$ cat src/sv/asc_pkg.sv
package asc_pkg;

    localparam int LOGIT_W         = 16;
    localparam int LABEL_W         = 10;
    localparam int CONF_W          = 16;
    localparam int SUM_W           = 32;
    localparam int MAG_W           = 16;
    localparam int EXP_T_W         = 17;
    localparam int POW2_W          = 17;
    localparam int MAX_CLASSES_DEF = 1024;
    localparam int QUEUE_DEPTH_DEF = 4;

    localparam logic [EXP_T_W-1:0] LOG2E_Q16 = 17'd94548;
    localparam logic [SUM_W-1:0]   ONE_Q16   = 32'h0001_0000;
    localparam logic [CONF_W-1:0]  CONF_MAX  = 16'hFFFF;

    // How the back end must fold one logit into the running sum.
    typedef enum logic [1:0] {
        KIND_FIRST = 2'd0,  // opens the vector: sum becomes 1.0
        KIND_RAISE = 2'd1,  // new maximum: rescale sum, add 1.0
        KIND_ADD   = 2'd2,  // not above maximum: add exp(-mag)
        KIND_SKIP  = 2'd3   // past the class limit: sum unchanged
    } asc_kind_t;

    typedef struct packed {
        asc_kind_t          kind;
        logic [MAG_W-1:0]   mag;
        logic               last;
        logic [LABEL_W-1:0] label;
        logic               too_many;
    } asc_entry_t;

    // round(65536 * 2^(-j/16))
    function automatic logic [POW2_W-1:0] pow2_frac(input logic [3:0] j);
        logic [POW2_W-1:0] r;
        case (j)
            4'd0:    r = 17'd65536;
            4'd1:    r = 17'd62757;
            4'd2:    r = 17'd60097;
            4'd3:    r = 17'd57549;
            4'd4:    r = 17'd55109;
            4'd5:    r = 17'd52773;
            4'd6:    r = 17'd50535;
            4'd7:    r = 17'd48393;
            4'd8:    r = 17'd46341;
            4'd9:    r = 17'd44376;
            4'd10:   r = 17'd42495;
            4'd11:   r = 17'd40693;
            4'd12:   r = 17'd38968;
            4'd13:   r = 17'd37316;
            4'd14:   r = 17'd35734;
            4'd15:   r = 17'd34219;
            default: r = 17'd65536;
        endcase
        return r;
    endfunction

endpackage

$ cat src/sv/asc_front.sv
module asc_front
    import asc_pkg::*;
#(
    parameter int MAX_CLASSES = MAX_CLASSES_DEF
)
(
    input  logic               clk,
    input  logic               rst_n,
    input  logic [LOGIT_W-1:0] logit,
    input  logic               last_logit,
    input  logic               logit_valid,
    output logic               logit_ready,
    output asc_entry_t         push_entry,
    output logic               push_valid,
    input  logic               push_ready
);

    localparam int CNT_W = $clog2(MAX_CLASSES + 1);

    logic [LOGIT_W-1:0] max_reg,   max_next;
    logic [LABEL_W-1:0] best_reg,  best_next;
    logic [CNT_W-1:0]   count_reg, count_next;
    logic               ovf_reg,   ovf_next;

    logic               accept;
    logic               full;
    logic               above;
    logic [LOGIT_W:0]   up_diff;
    logic [LOGIT_W:0]   down_diff;

    assign logit_ready = push_ready;
    assign push_valid  = logit_valid;
    assign accept      = logit_valid & push_ready;

    assign full      = (count_reg >= CNT_W'(MAX_CLASSES));
    assign above     = ($signed(logit) > $signed(max_reg));
    assign up_diff   = {logit[LOGIT_W-1], logit} - {max_reg[LOGIT_W-1], max_reg};
    assign down_diff = {max_reg[LOGIT_W-1], max_reg} - {logit[LOGIT_W-1], logit};

    // Classify the logit against the running max and tag it with the label so far.
    always_comb
    begin
        max_next   = max_reg;
        best_next  = best_reg;
        count_next = count_reg;
        ovf_next   = ovf_reg;
        push_entry.kind = KIND_SKIP;
        push_entry.mag  = '0;
        if (full)
        begin
            ovf_next = 1'b1;
        end
        else
        begin
            count_next = count_reg + CNT_W'(1);
            if (count_reg == '0)
            begin
                push_entry.kind = KIND_FIRST;
                max_next        = logit;
                best_next       = '0;
            end
            else if (above)
            begin
                push_entry.kind = KIND_RAISE;
                push_entry.mag  = up_diff[MAG_W-1:0];
                max_next        = logit;
                best_next       = LABEL_W'(count_reg);
            end
            else
            begin
                push_entry.kind = KIND_ADD;
                push_entry.mag  = down_diff[MAG_W-1:0];
            end
        end
        push_entry.last     = last_logit;
        push_entry.label    = best_next;
        push_entry.too_many = ovf_next;
    end

    always_ff @(posedge clk or negedge rst_n)
    begin
        if (!rst_n)
        begin
            max_reg   <= '0;
            best_reg  <= '0;
            count_reg <= '0;
            ovf_reg   <= 1'b0;
        end
        else if (accept)
        begin
            if (last_logit)
            begin
                max_reg   <= '0;
                best_reg  <= '0;
                count_reg <= '0;
                ovf_reg   <= 1'b0;
            end
            else
            begin
                max_reg   <= max_next;
                best_reg  <= best_next;
                count_reg <= count_next;
                ovf_reg   <= ovf_next;
            end
        end
    end

endmodule

$ cat src/sv/asc_queue.sv
module asc_queue
    import asc_pkg::*;
#(
    parameter int DEPTH = QUEUE_DEPTH_DEF
)
(
    input  logic       clk,
    input  logic       rst_n,
    input  asc_entry_t push_entry,
    input  logic       push_valid,
    output logic       push_ready,
    output asc_entry_t pop_entry,
    output logic       pop_valid,
    input  logic       pop_ready
);

    localparam int PTR_W = (DEPTH > 1) ? $clog2(DEPTH) : 1;
    localparam int CNT_W = $clog2(DEPTH + 1);

    asc_entry_t       slot_reg [DEPTH];
    logic [PTR_W-1:0] wr_ptr_reg, rd_ptr_reg;
    logic [CNT_W-1:0] fill_reg;
    logic             do_push, do_pop;

    assign push_ready = (fill_reg != CNT_W'(DEPTH));
    assign pop_valid  = (fill_reg != '0);
    assign pop_entry  = slot_reg[rd_ptr_reg];
    assign do_push    = push_valid & push_ready;
    assign do_pop     = pop_valid & pop_ready;

    function automatic logic [PTR_W-1:0] bump(input logic [PTR_W-1:0] p);
        return (p == PTR_W'(DEPTH - 1)) ? '0 : p + PTR_W'(1);
    endfunction

    always_ff @(posedge clk)
    begin
        if (do_push)
        begin
            slot_reg[wr_ptr_reg] <= push_entry;
        end
    end

    always_ff @(posedge clk or negedge rst_n)
    begin
        if (!rst_n)
        begin
            wr_ptr_reg <= '0;
            rd_ptr_reg <= '0;
            fill_reg   <= '0;
        end
        else
        begin
            if (do_push)
            begin
                wr_ptr_reg <= bump(wr_ptr_reg);
            end
            if (do_pop)
            begin
                rd_ptr_reg <= bump(rd_ptr_reg);
            end
            if (do_push && !do_pop)
            begin
                fill_reg <= fill_reg + CNT_W'(1);
            end
            else if (do_pop && !do_push)
            begin
                fill_reg <= fill_reg - CNT_W'(1);
            end
        end
    end

endmodule

$ cat src/sv/asc_back.sv
module asc_back
    import asc_pkg::*;
(
    input  logic               clk,
    input  logic               rst_n,
    input  asc_entry_t         pop_entry,
    input  logic               pop_valid,
    output logic               pop_ready,
    output logic [LABEL_W-1:0] class_label,
    output logic [CONF_W-1:0]  confidence,
    output logic               too_many,
    output logic               result_valid,
    input  logic               result_ready
);

    typedef enum logic [5:0] {
        ST_IDLE = 6'b000001,
        ST_MUL  = 6'b000010,
        ST_ACC  = 6'b000100,
        ST_PREP = 6'b001000,
        ST_DIV  = 6'b010000,
        ST_PUT  = 6'b100000
    } asc_state_t;

    asc_state_t         state_reg, state_next;
    asc_kind_t          kind_reg,  kind_next;
    logic               last_reg,  last_next;
    logic [LABEL_W-1:0] label_reg, label_next;
    logic               tm_reg,    tm_next;
    logic [EXP_T_W-1:0] t_reg,     t_next;
    logic [SUM_W-1:0]   p_reg,     p_next;
    logic [8:0]         k_reg,     k_next;
    logic [SUM_W-1:0]   sum_reg,   sum_next;
    logic [SUM_W-1:0]   rem_reg,   rem_next;
    logic [CONF_W-1:0]  quo_reg,   quo_next;
    logic [3:0]         bit_reg,   bit_next;

    logic [LABEL_W-1:0] class_label_reg, class_label_next;
    logic [CONF_W-1:0]  confidence_reg,  confidence_next;
    logic               too_many_reg,    too_many_next;
    logic               out_valid_reg,   out_valid_next;

    logic [MAG_W+EXP_T_W-1:0]  t_prod;
    logic [SUM_W+POW2_W-1:0]   p_prod;
    logic [SUM_W-1:0]          scale_src;
    logic [SUM_W-1:0]          scaled;
    logic [SUM_W-1:0]          add_a, add_b;
    logic [SUM_W:0]            add_sum;
    logic [SUM_W:0]            rem_shift;
    logic [SUM_W:0]            rem_diff;

    assign pop_ready    = (state_reg == ST_IDLE);
    assign class_label  = class_label_reg;
    assign confidence   = confidence_reg;
    assign too_many     = too_many_reg;
    assign result_valid = out_valid_reg;

    assign t_prod    = pop_entry.mag * LOG2E_Q16;
    assign scale_src = (kind_reg == KIND_RAISE) ? sum_reg : ONE_Q16;
    assign p_prod    = scale_src * pow2_frac(t_reg[7:4]);
    assign scaled    = (k_reg >= 9'd32) ? '0 : (p_reg >> k_reg[4:0]);
    assign add_a     = (kind_reg == KIND_RAISE) ? scaled : sum_reg;
    assign add_b     = (kind_reg == KIND_RAISE) ? ONE_Q16 : scaled;
    assign add_sum   = {1'b0, add_a} + {1'b0, add_b};
    assign rem_shift = {rem_reg, 1'b0};
    assign rem_diff  = rem_shift - {1'b0, sum_reg};

    always_comb
    begin
        state_next       = state_reg;
        kind_next        = kind_reg;
        last_next        = last_reg;
        label_next       = label_reg;
        tm_next          = tm_reg;
        t_next           = t_reg;
        p_next           = p_reg;
        k_next           = k_reg;
        sum_next         = sum_reg;
        rem_next         = rem_reg;
        quo_next         = quo_reg;
        bit_next         = bit_reg;
        class_label_next = class_label_reg;
        confidence_next  = confidence_reg;
        too_many_next    = too_many_reg;
        out_valid_next   = out_valid_reg & ~result_ready;
        case (state_reg)
            ST_IDLE:
            begin
                if (pop_valid)
                begin
                    kind_next  = pop_entry.kind;
                    last_next  = pop_entry.last;
                    label_next = pop_entry.label;
                    tm_next    = pop_entry.too_many;
                    t_next     = t_prod[MAG_W+EXP_T_W-1:MAG_W];
                    case (pop_entry.kind)
                        KIND_FIRST:
                        begin
                            sum_next   = ONE_Q16;
                            state_next = pop_entry.last ? ST_PREP : ST_IDLE;
                        end
                        KIND_SKIP:
                        begin
                            state_next = pop_entry.last ? ST_PREP : ST_IDLE;
                        end
                        default:
                        begin
                            state_next = ST_MUL;
                        end
                    endcase
                end
            end
            ST_MUL:
            begin
                // The product stays below 2^48, so its top bit is always clear.
                p_next     = p_prod[SUM_W+15:16];
                k_next     = t_reg[EXP_T_W-1:8];
                state_next = ST_ACC;
            end
            ST_ACC:
            begin
                sum_next   = add_sum[SUM_W] ? '1 : add_sum[SUM_W-1:0];
                state_next = last_reg ? ST_PREP : ST_IDLE;
            end
            ST_PREP:
            begin
                // A sum at or below 1.0 gives a quotient of at least 1.0: saturate.
                if (sum_reg <= ONE_Q16)
                begin
                    quo_next   = CONF_MAX;
                    state_next = ST_PUT;
                end
                else
                begin
                    rem_next   = ONE_Q16;
                    quo_next   = '0;
                    bit_next   = '0;
                    state_next = ST_DIV;
                end
            end
            ST_DIV:
            begin
                if (!rem_diff[SUM_W])
                begin
                    rem_next = rem_diff[SUM_W-1:0];
                    quo_next = {quo_reg[CONF_W-2:0], 1'b1};
                end
                else
                begin
                    rem_next = rem_shift[SUM_W-1:0];
                    quo_next = {quo_reg[CONF_W-2:0], 1'b0};
                end
                bit_next = bit_reg + 4'd1;
                if (bit_reg == 4'd15)
                begin
                    state_next = ST_PUT;
                end
            end
            ST_PUT:
            begin
                if (!out_valid_reg || result_ready)
                begin
                    class_label_next = label_reg;
                    confidence_next  = quo_reg;
                    too_many_next    = tm_reg;
                    out_valid_next   = 1'b1;
                    state_next       = ST_IDLE;
                end
            end
            default:
            begin
                state_next = ST_IDLE;
            end
        endcase
    end

    always_ff @(posedge clk or negedge rst_n)
    begin
        if (!rst_n)
        begin
            state_reg     <= ST_IDLE;
            out_valid_reg <= 1'b0;
        end
        else
        begin
            state_reg     <= state_next;
            out_valid_reg <= out_valid_next;
        end
    end

    always_ff @(posedge clk)
    begin
        kind_reg        <= kind_next;
        last_reg        <= last_next;
        label_reg       <= label_next;
        tm_reg          <= tm_next;
        t_reg           <= t_next;
        p_reg           <= p_next;
        k_reg           <= k_next;
        sum_reg         <= sum_next;
        rem_reg         <= rem_next;
        quo_reg         <= quo_next;
        bit_reg         <= bit_next;
        class_label_reg <= class_label_next;
        confidence_reg  <= confidence_next;
        too_many_reg    <= too_many_next;
    end

endmodule

$ cat src/sv/argmax_softmax_confidence.sv
// Streaming argmax with softmax top-1 confidence. Feed one signed Q8.8 logit
// per transaction and mark the final one of the vector with last_logit; one
// result transaction follows per vector, carrying the index of the first
// strictly largest logit, its softmax probability as unsigned Q0.16
// (saturating at 65535) and a flag set when the vector held more than
// MAX_CLASSES logits, whose extra logits are ignored. The front end takes a
// logit every cycle while its QUEUE_DEPTH-entry queue has room and tracks
// the maximum and label itself; the back end folds each logit into the
// exponential sum with two multiplies, one logit at a time: the first or an
// over-limit logit is folded in ST_IDLE, any other passes through ST_MUL and
// ST_ACC before the next is taken. Closing a vector adds ST_PREP to test for
// saturation, then a bit-serial divider for the 16-bit quotient (skipped
// when the confidence saturates) and ST_PUT to load the result register,
// which waits there for the result register to drain.
module argmax_softmax_confidence
    import asc_pkg::*;
#(
    parameter int MAX_CLASSES = MAX_CLASSES_DEF,
    parameter int QUEUE_DEPTH = QUEUE_DEPTH_DEF
)
(
    input  logic               clk,
    input  logic               rst_n,
    input  logic [LOGIT_W-1:0] logit,
    input  logic               last_logit,
    input  logic               logit_valid,
    output logic               logit_ready,
    output logic [LABEL_W-1:0] class_label,
    output logic [CONF_W-1:0]  confidence,
    output logic               too_many,
    output logic               result_valid,
    input  logic               result_ready
);

    asc_entry_t push_entry;
    logic       push_valid;
    logic       push_ready;
    asc_entry_t pop_entry;
    logic       pop_valid;
    logic       pop_ready;

    // Classify each logit and track max, label and class count.
    asc_front #(
        .MAX_CLASSES (MAX_CLASSES)
    ) u_front (
        .clk         (clk),
        .rst_n       (rst_n),
        .logit       (logit),
        .last_logit  (last_logit),
        .logit_valid (logit_valid),
        .logit_ready (logit_ready),
        .push_entry  (push_entry),
        .push_valid  (push_valid),
        .push_ready  (push_ready)
    );

    // Decouple the front, which takes a logit whenever there is room, from the back end.
    asc_queue #(
        .DEPTH (QUEUE_DEPTH)
    ) u_queue (
        .clk        (clk),
        .rst_n      (rst_n),
        .push_entry (push_entry),
        .push_valid (push_valid),
        .push_ready (push_ready),
        .pop_entry  (pop_entry),
        .pop_valid  (pop_valid),
        .pop_ready  (pop_ready)
    );

    // Accumulate the relative exponential sum, divide, and hold the result.
    asc_back u_back (
        .clk          (clk),
        .rst_n        (rst_n),
        .pop_entry    (pop_entry),
        .pop_valid    (pop_valid),
        .pop_ready    (pop_ready),
        .class_label  (class_label),
        .confidence   (confidence),
        .too_many     (too_many),
        .result_valid (result_valid),
        .result_ready (result_ready)
    );

endmodule
$ cat config.mk
export PLATFORM = sky130hd
export DESIGN_NAME = argmax_softmax_confidence
export DESIGN_NICKNAME = d
export VERILOG_FILES = /design/src/sv/asc_pkg.sv /design/src/sv/asc_front.sv /design/src/sv/asc_queue.sv /design/src/sv/asc_back.sv /design/src/sv/argmax_softmax_confidence.sv
export SDC_FILE = /design/constraint.sdc
export NUM_CORES = 2
export LEC_CHECK = 0
export BUFFER_PORTS_ARGS = -buffer_cell sky130_fd_sc_hd__buf_2
export CORE_ASPECT_RATIO = 0.9
export CORE_MARGIN = 2
export CORE_UTILIZATION = 60
export DETAILED_ROUTE_END_ITERATION = 10
export GPL_ROUTABILITY_DRIVEN = 0
export PLACE_DENSITY_LB_ADDON = 0.1
export SYNTH_ARGS = -nofsm -noshare
export SYNTH_HDL_FRONTEND = slang
export SYNTH_SLANG_ARGS = --single-unit
$ cat constraint.sdc
create_clock -name clk -period 6.45 [get_ports clk]
set_input_delay 0.645 -clock clk [delete_from_list [all_inputs] [get_ports clk]]
set_output_delay 0.645 -clock clk [all_outputs]
set_load 0.03 [all_outputs]
=== Word-level counts from Yosys, hierarchy flattened ===
Memories as Yosys holds them, arrays and structs flattened. A register that Yosys moved wholly into a read port is not among the register bits.
Index checks and enable logic that the tools add are counted.

* Register bits after elaboration: 235
* Memory bits (writable): 120
* ROM bits: 272
* Input port bits: 21
* Output and inout port bits: 29
* Word-level logic and storage cells: 134
* Memories: 2

{| class="wikitable"
|+ Memory list
! name !! words !! width !! rd ports !! clocked after memory_dff !! write ports !! line !! RTL
|-
| (no name shown) || 16 || 17 || 1 || 1 || 0 || asc_pkg.sv:36 || <nowiki>case (j)</nowiki>
|-
| u_queue.slot_reg || 4 || 30 || 1 || 0 || 1 || asc_queue.sv:20 || <nowiki>asc_entry_t slot_reg [DEPTH];</nowiki>
|}

* $add $sub $neg: 10
* Multiply operators: 2
* Magnitude comparators: 4
* Equal/unequal tests: 18
* Shift-type cells: 1
* Multiplexer cells: 49
* Bitwise logic cells: 4
* Reductions and logical operators: 21

{| class="wikitable"
|+ Operators with widths
! cell !! count
|-
| $mux 32 || 9
|-
| $pmux 32 s2 || 2
|-
| $mux 16 || 6
|-
| $mul 32x17->48 || 1
|-
| $mux 10 || 4
|-
| $mux 18 || 2
|-
| $pmux 6 s6 || 1
|-
| $add 32x32->33 || 1
|-
| $sub 33x32->33 || 1
|-
| $le 32x17->1 const B || 1
|-
| $pmux 16 s2 || 1
|-
| $shr 32x5->32 || 1
|-
| $sub 16x16->16 || 2
|-
| $mul 16x15->31 const B || 1
|-
| $mux 6 || 5
|-
| $mux 11 || 2
|-
| $gt 16x16->1 || 1
|-
| $mux 4 || 4
|-
| $add 11x1->11 const B || 1
|-
| $ge 11x11->1 const B || 1
|-
| $logic_not 11->1 || 1
|-
| $ge 9x6->1 const B || 1
|-
| $reduce_and 3->1 || 3
|-
| $ne 2x1->1 const B || 4
|-
| other kinds (29) || 53
|}

=== Logic depth before layout (Yosys ltp) ===
* Depth in word-level cells: 6
* Mapped depth: 28
* Gate-level depth less buffers: 24

=== Modules after synthesis ===
Synthesis repeated with hierarchy kept, for this count alone.

* Cell total of the unflattened synthesis: 4139
* Area, all modules: 41184.5 sq um

{| class="wikitable"
|+ By module, submodules not included
! module !! instances !! cells each !! area an instance (sq um) !! seq. area each (sq um)
|-
| asc_back || 1 || 3529 || 32925.3 || 5891.9
|-
| asc_queue || 1 || 193 || 4760.8 || 3778.6
|-
| asc_front || 1 || 417 || 3498.4 || 950.9
|}

=== Worst setup path after synthesis ===
Ideal clock, no wire load.

* Path type: register to register
* Start point: register u_back.kind_reg[1]
* End point: register u_back.p_reg[31], data pin
* Library setup time: 0.136 ns
* Arrival: 6.876 ns
* Required time: 6.314 ns
* Path slack: -0.562 ns
* Stages on the path, launching flop included: 27
* Buffers on the path: 4
* Period minus slack after synthesis: 7.012 ns
* Cells stage by stage: edfxtp_1 nand2b_1 clkbuf_1 clkbuf_1 nor2_1 clkbuf_1 nand2_1 fa_1 inv_1 fa_1 fa_1 fa_1 fa_1 inv_1 fa_1 inv_1 ha_1 buf_6 a2111oi_2 o21ai_1 a221o_1 a31o_1 o2111ai_2 o211ai_2 o41a_1 or4_1 nand3_1

* Cells in the longest elaborated chain, start to end: 3

{| class="wikitable"
|+ RTL lines
! element !! line !! RTL
|-
| from (decl) || asc_back.sv:26 || <nowiki>asc_kind_t kind_reg, kind_next;</nowiki>
|-
| from (signal assigned) || asc_back.sv:193 || <nowiki>kind_reg <= kind_next;</nowiki>
|-
| $eq 2x1->1 || asc_back.sv:59 || <nowiki>assign scale_src = (kind_reg == KIND_RAISE) ? sum_reg : ONE_Q16;</nowiki>
|-
| $mux 32 || asc_back.sv:59 ||
|-
| $mul 32x17->48 || asc_back.sv:60 || <nowiki>assign p_prod = scale_src * pow2_frac(t_reg[7:4]);</nowiki>
|-
| named net u_back.p_prod[47] || asc_back.sv:44 || <nowiki>logic [SUM_W+POW2_W-1:0] p_prod;</nowiki>
|-
| to (signal assigned) || asc_back.sv:198 || <nowiki>p_reg <= p_next;</nowiki>
|-
| to (decl) || asc_back.sv:31 || <nowiki>logic [SUM_W-1:0] p_reg, p_next;</nowiki>
|}

The timed path passes the listed nets, and every way through them passes these cells.
A chain may end at the register's enable or synchronous reset.

=== Worst setup path in the final report ===
Ends and elaborated chain as after synthesis.

==> impl_metrics.json <==
{
  "r2r_start": "u_back.kind_reg[1]$_DFFE_PP_",
  "insertion_delay_ns": 0.57,
  "drv_cap": 0,
  "timing.reg2reg.setup_slack_ns": -0.43,
  "initial_core_util_pct": 60.4,
  "avgRoutedWirePerCell_um": 20.7,
  "path_clk_slew_ns": 0.07,
  "synth_area_mm2": 0.0412,
  "startpoint": "u_back.kind_reg[1]$_DFFE_PP_",
  "fp.dieW_um": 280,
  "ys_seq_elements": 368,
  "detail_route.wirelength_um": 114000,
  "setup_ws_ns": -0.433,
  "place_ws_ns": -0.777,
  "h-tree-depth": 2,
  "vias": 32500,
  "syn_to_final_growth_pct": 19.5,
  "rsz0062_at_grt": "true",
  "synth_seq_area_share_pct": 25.8,
  "final_common_cell": "inv_1",
  "maxSlewViolCount": 0,
  "netlist_top_cells_area": "fa_1 (25%), edfxtp_1 (22%), ha_1 (11%)",
  "setup_violations": 28,
  "synthCells": 4172,
  "synth_largest_area_cell": "fa_1",
  "track_usage_pct": 31.7,
  "core_mm2": 0.0682,
  "nNetsFinal": 5484,
  "seqCellArea_mm2": 0.0106,
  "cts_num_sinks": 368,
  "critPathMaxFanout": 5,
  "synth_nets": 5072,
  "n_antenna_cell": 0,
  "tns_ns": -5.70,
  "hold_buffers": 0,
  "period_share_pct": 107,
  "crit_required_ns": 6.88,
  "largest_register_ffs": 120,
  "cp.arrival_ns": 7.31,
  "slew_headroom_pct": 29.0,
  "ys.flop_type": "edfxtp_1",
  "dieArea_mm2": 0.0708,
  "grt_pass1_vias": 32000,
  "status": "finished, violations left",
  "cts_tree": "yes",
  "multi_input_comb_area_mm2": 0.0288,
  "final_cell_mix": "inv_1 (644), nand2_1 (530), fa_1 (486)",
  "antenna_found_initial": 1,
  "ant_nets": 0,
  "synth_edf_count": 299,
  "grt_pass1_wl_um": 175000,
  "clock-skew-final_ns": 0.0240,
  "async_reset_ff_share_pct": 14.1,
  "io_buffers": 49,
  "fin_crit_ns": 6.88,
  "hold_path_class": "primary input to async pin",
  "critPathCaptureType": "register",
  "whs_ns": 0.208,
  "drt_pass1_iterations": 6,
  "startpoint_type": "register",
  "first_iter_violations": 2841,
  "violations": "setup timing",
  "cts_buffer_depth": 3,
  "yosys_warnings": 0,
  "fill_cells": 4917,
  "grt_start_max_net_pins": 53,
  "hold_viol": 0,
  "fp.dieH_um": 253,
  "synth_top_area_share_pct": 25.2,
  "synth.avg_cell_area_um2": 9.87,
  "worst_pin_slew_ns": 1.06,
  "ys_types": 86,
  "critPathKind": "register to register",
  "cts_root_buf": "clkbuf_16",
  "row_count": 91,
  "dpl.hpwl_um": 86800,
  "drive_gt1_share_pct": 21.1,
  "drcViolationCount": 0,
  "cts_inserted_buffers": 41,
  "globalRouteOverflowTotal": 0,
  "clock.fmax_mhz": 145,
  "ios": 50,
  "viasPerCell": 5.91
}
critical path, stage by stage (launching register included):
cell,delay (ns)
edfxtp_1,0.39
nand2b_4,0.21
buf_12,0.16
nor2_4,0.18
buf_4,0.16
nand2_1,0.06
fa_1,0.47
inv_1,0.05
fa_1,0.48
fa_1,0.58
fa_1,0.46
fa_1,0.50
inv_1,0.05
fa_1,0.48
inv_2,0.04
ha_4,0.18
or2_1,0.24
and4b_1,0.20
a221o_1,0.33
a31o_4,0.24
o2111ai_4,0.23
o211ai_4,0.17
o41a_1,0.38
or4_1,0.42
nand3_1,0.09
kinds of logic after synthesis:
family | Yosys count | synth area share (%)
adder cells (fa/ha/maj) | 879 | 36.2
flip-flops | 368 | 25.8
AO/OA/AOI/OAI | 641 | 9.98
multiplexers | 109 | 3.98
AND/OR/NAND/NOR | 1186 | 13.5
buffers and inverters | 874 | 8.11
XOR/XNOR | 115 | 2.45
timing repair:
item	CTS	global route
buffers inserted	37	55
endpoints found under the setup margin	38	81
gates cloned	5	2
pin swaps	43	95
resized for setup	126	235
area by class of cell:
class | instances | area share (%)
flip-flops and latches | 368 | 21.6
multi-input cells | 2930 | 58.5
repair buffers | 556 | 9.75
well taps | 883 | 2.24
clock buffers | 57 | 2.25
inverters | 687 | 5.24
clock inverters | 16 | 0.468
per-layer routing:
metal	vias up	share of wire, %	track usage (%)
li1	14700	-	-
met1	16200	42	44.8
met2	1270	46	49.9
met3	254	7.5	4.19
met4	2	4.7	12.6
met5	-	0.011	0
per-stage QoR:
| step | cell area (um2) | util, % | cells |
|---|---|---|---|
| 6_report | 49200 | 72.2 | 5497 |
| 4_1_cts | 47700 | 69.9 | 5443 |
| 3_5_place_dp | 45300 | 66.5 | 5329 |
| 3_3_place_gp | 45300 | 66.5 | 5329 |
| 5_1_grt | 49200 | 72.2 | 5497 |
| 2_1_floorplan | 41500 | - | 4172 |
path summary, 6_finish.rpt:
kind,depth (start not counted),end
min reg2reg,0,u_back.k_reg[8]$_DFFE_PP_
max,24,u_back.p_reg[31]$_DFFE_PP_
min,2,u_front.max_reg[14]$_DFFE_PN0P_
max in group asynchronous,2,u_queue.rd_ptr_reg[0]$_DFFE_PN0P_
min in group clk,2,u_front.max_reg[15]$_DFFE_PN0P_
max reg2reg,24,u_back.p_reg[31]$_DFFE_PP_
Yosys cell counts, drive strengths merged, types with 15 or more instances:
master	instances
nand4	18
o21bai	16
nand3	45
edfxtp	299
nor3	39
buf	28
xnor2	67
a21oi	202
fa	519
nand2b	18
nor2	186
o21ai	139
inv	687
and3	232
nor2b	18
dfxtp	17
o22ai	22
dfrtp	51
a22o	27
o21a	15
ha	360
nand2	539
mux2i	48
mux2	19
mux4	42
clkbuf	159
and2	26
nor4	17
a31oi	20
a21o	82
xor2	48
Power is left out: the tool's default activity adds up to more than one toggle a clock period on the data nets, which glitch-free logic cannot reach.
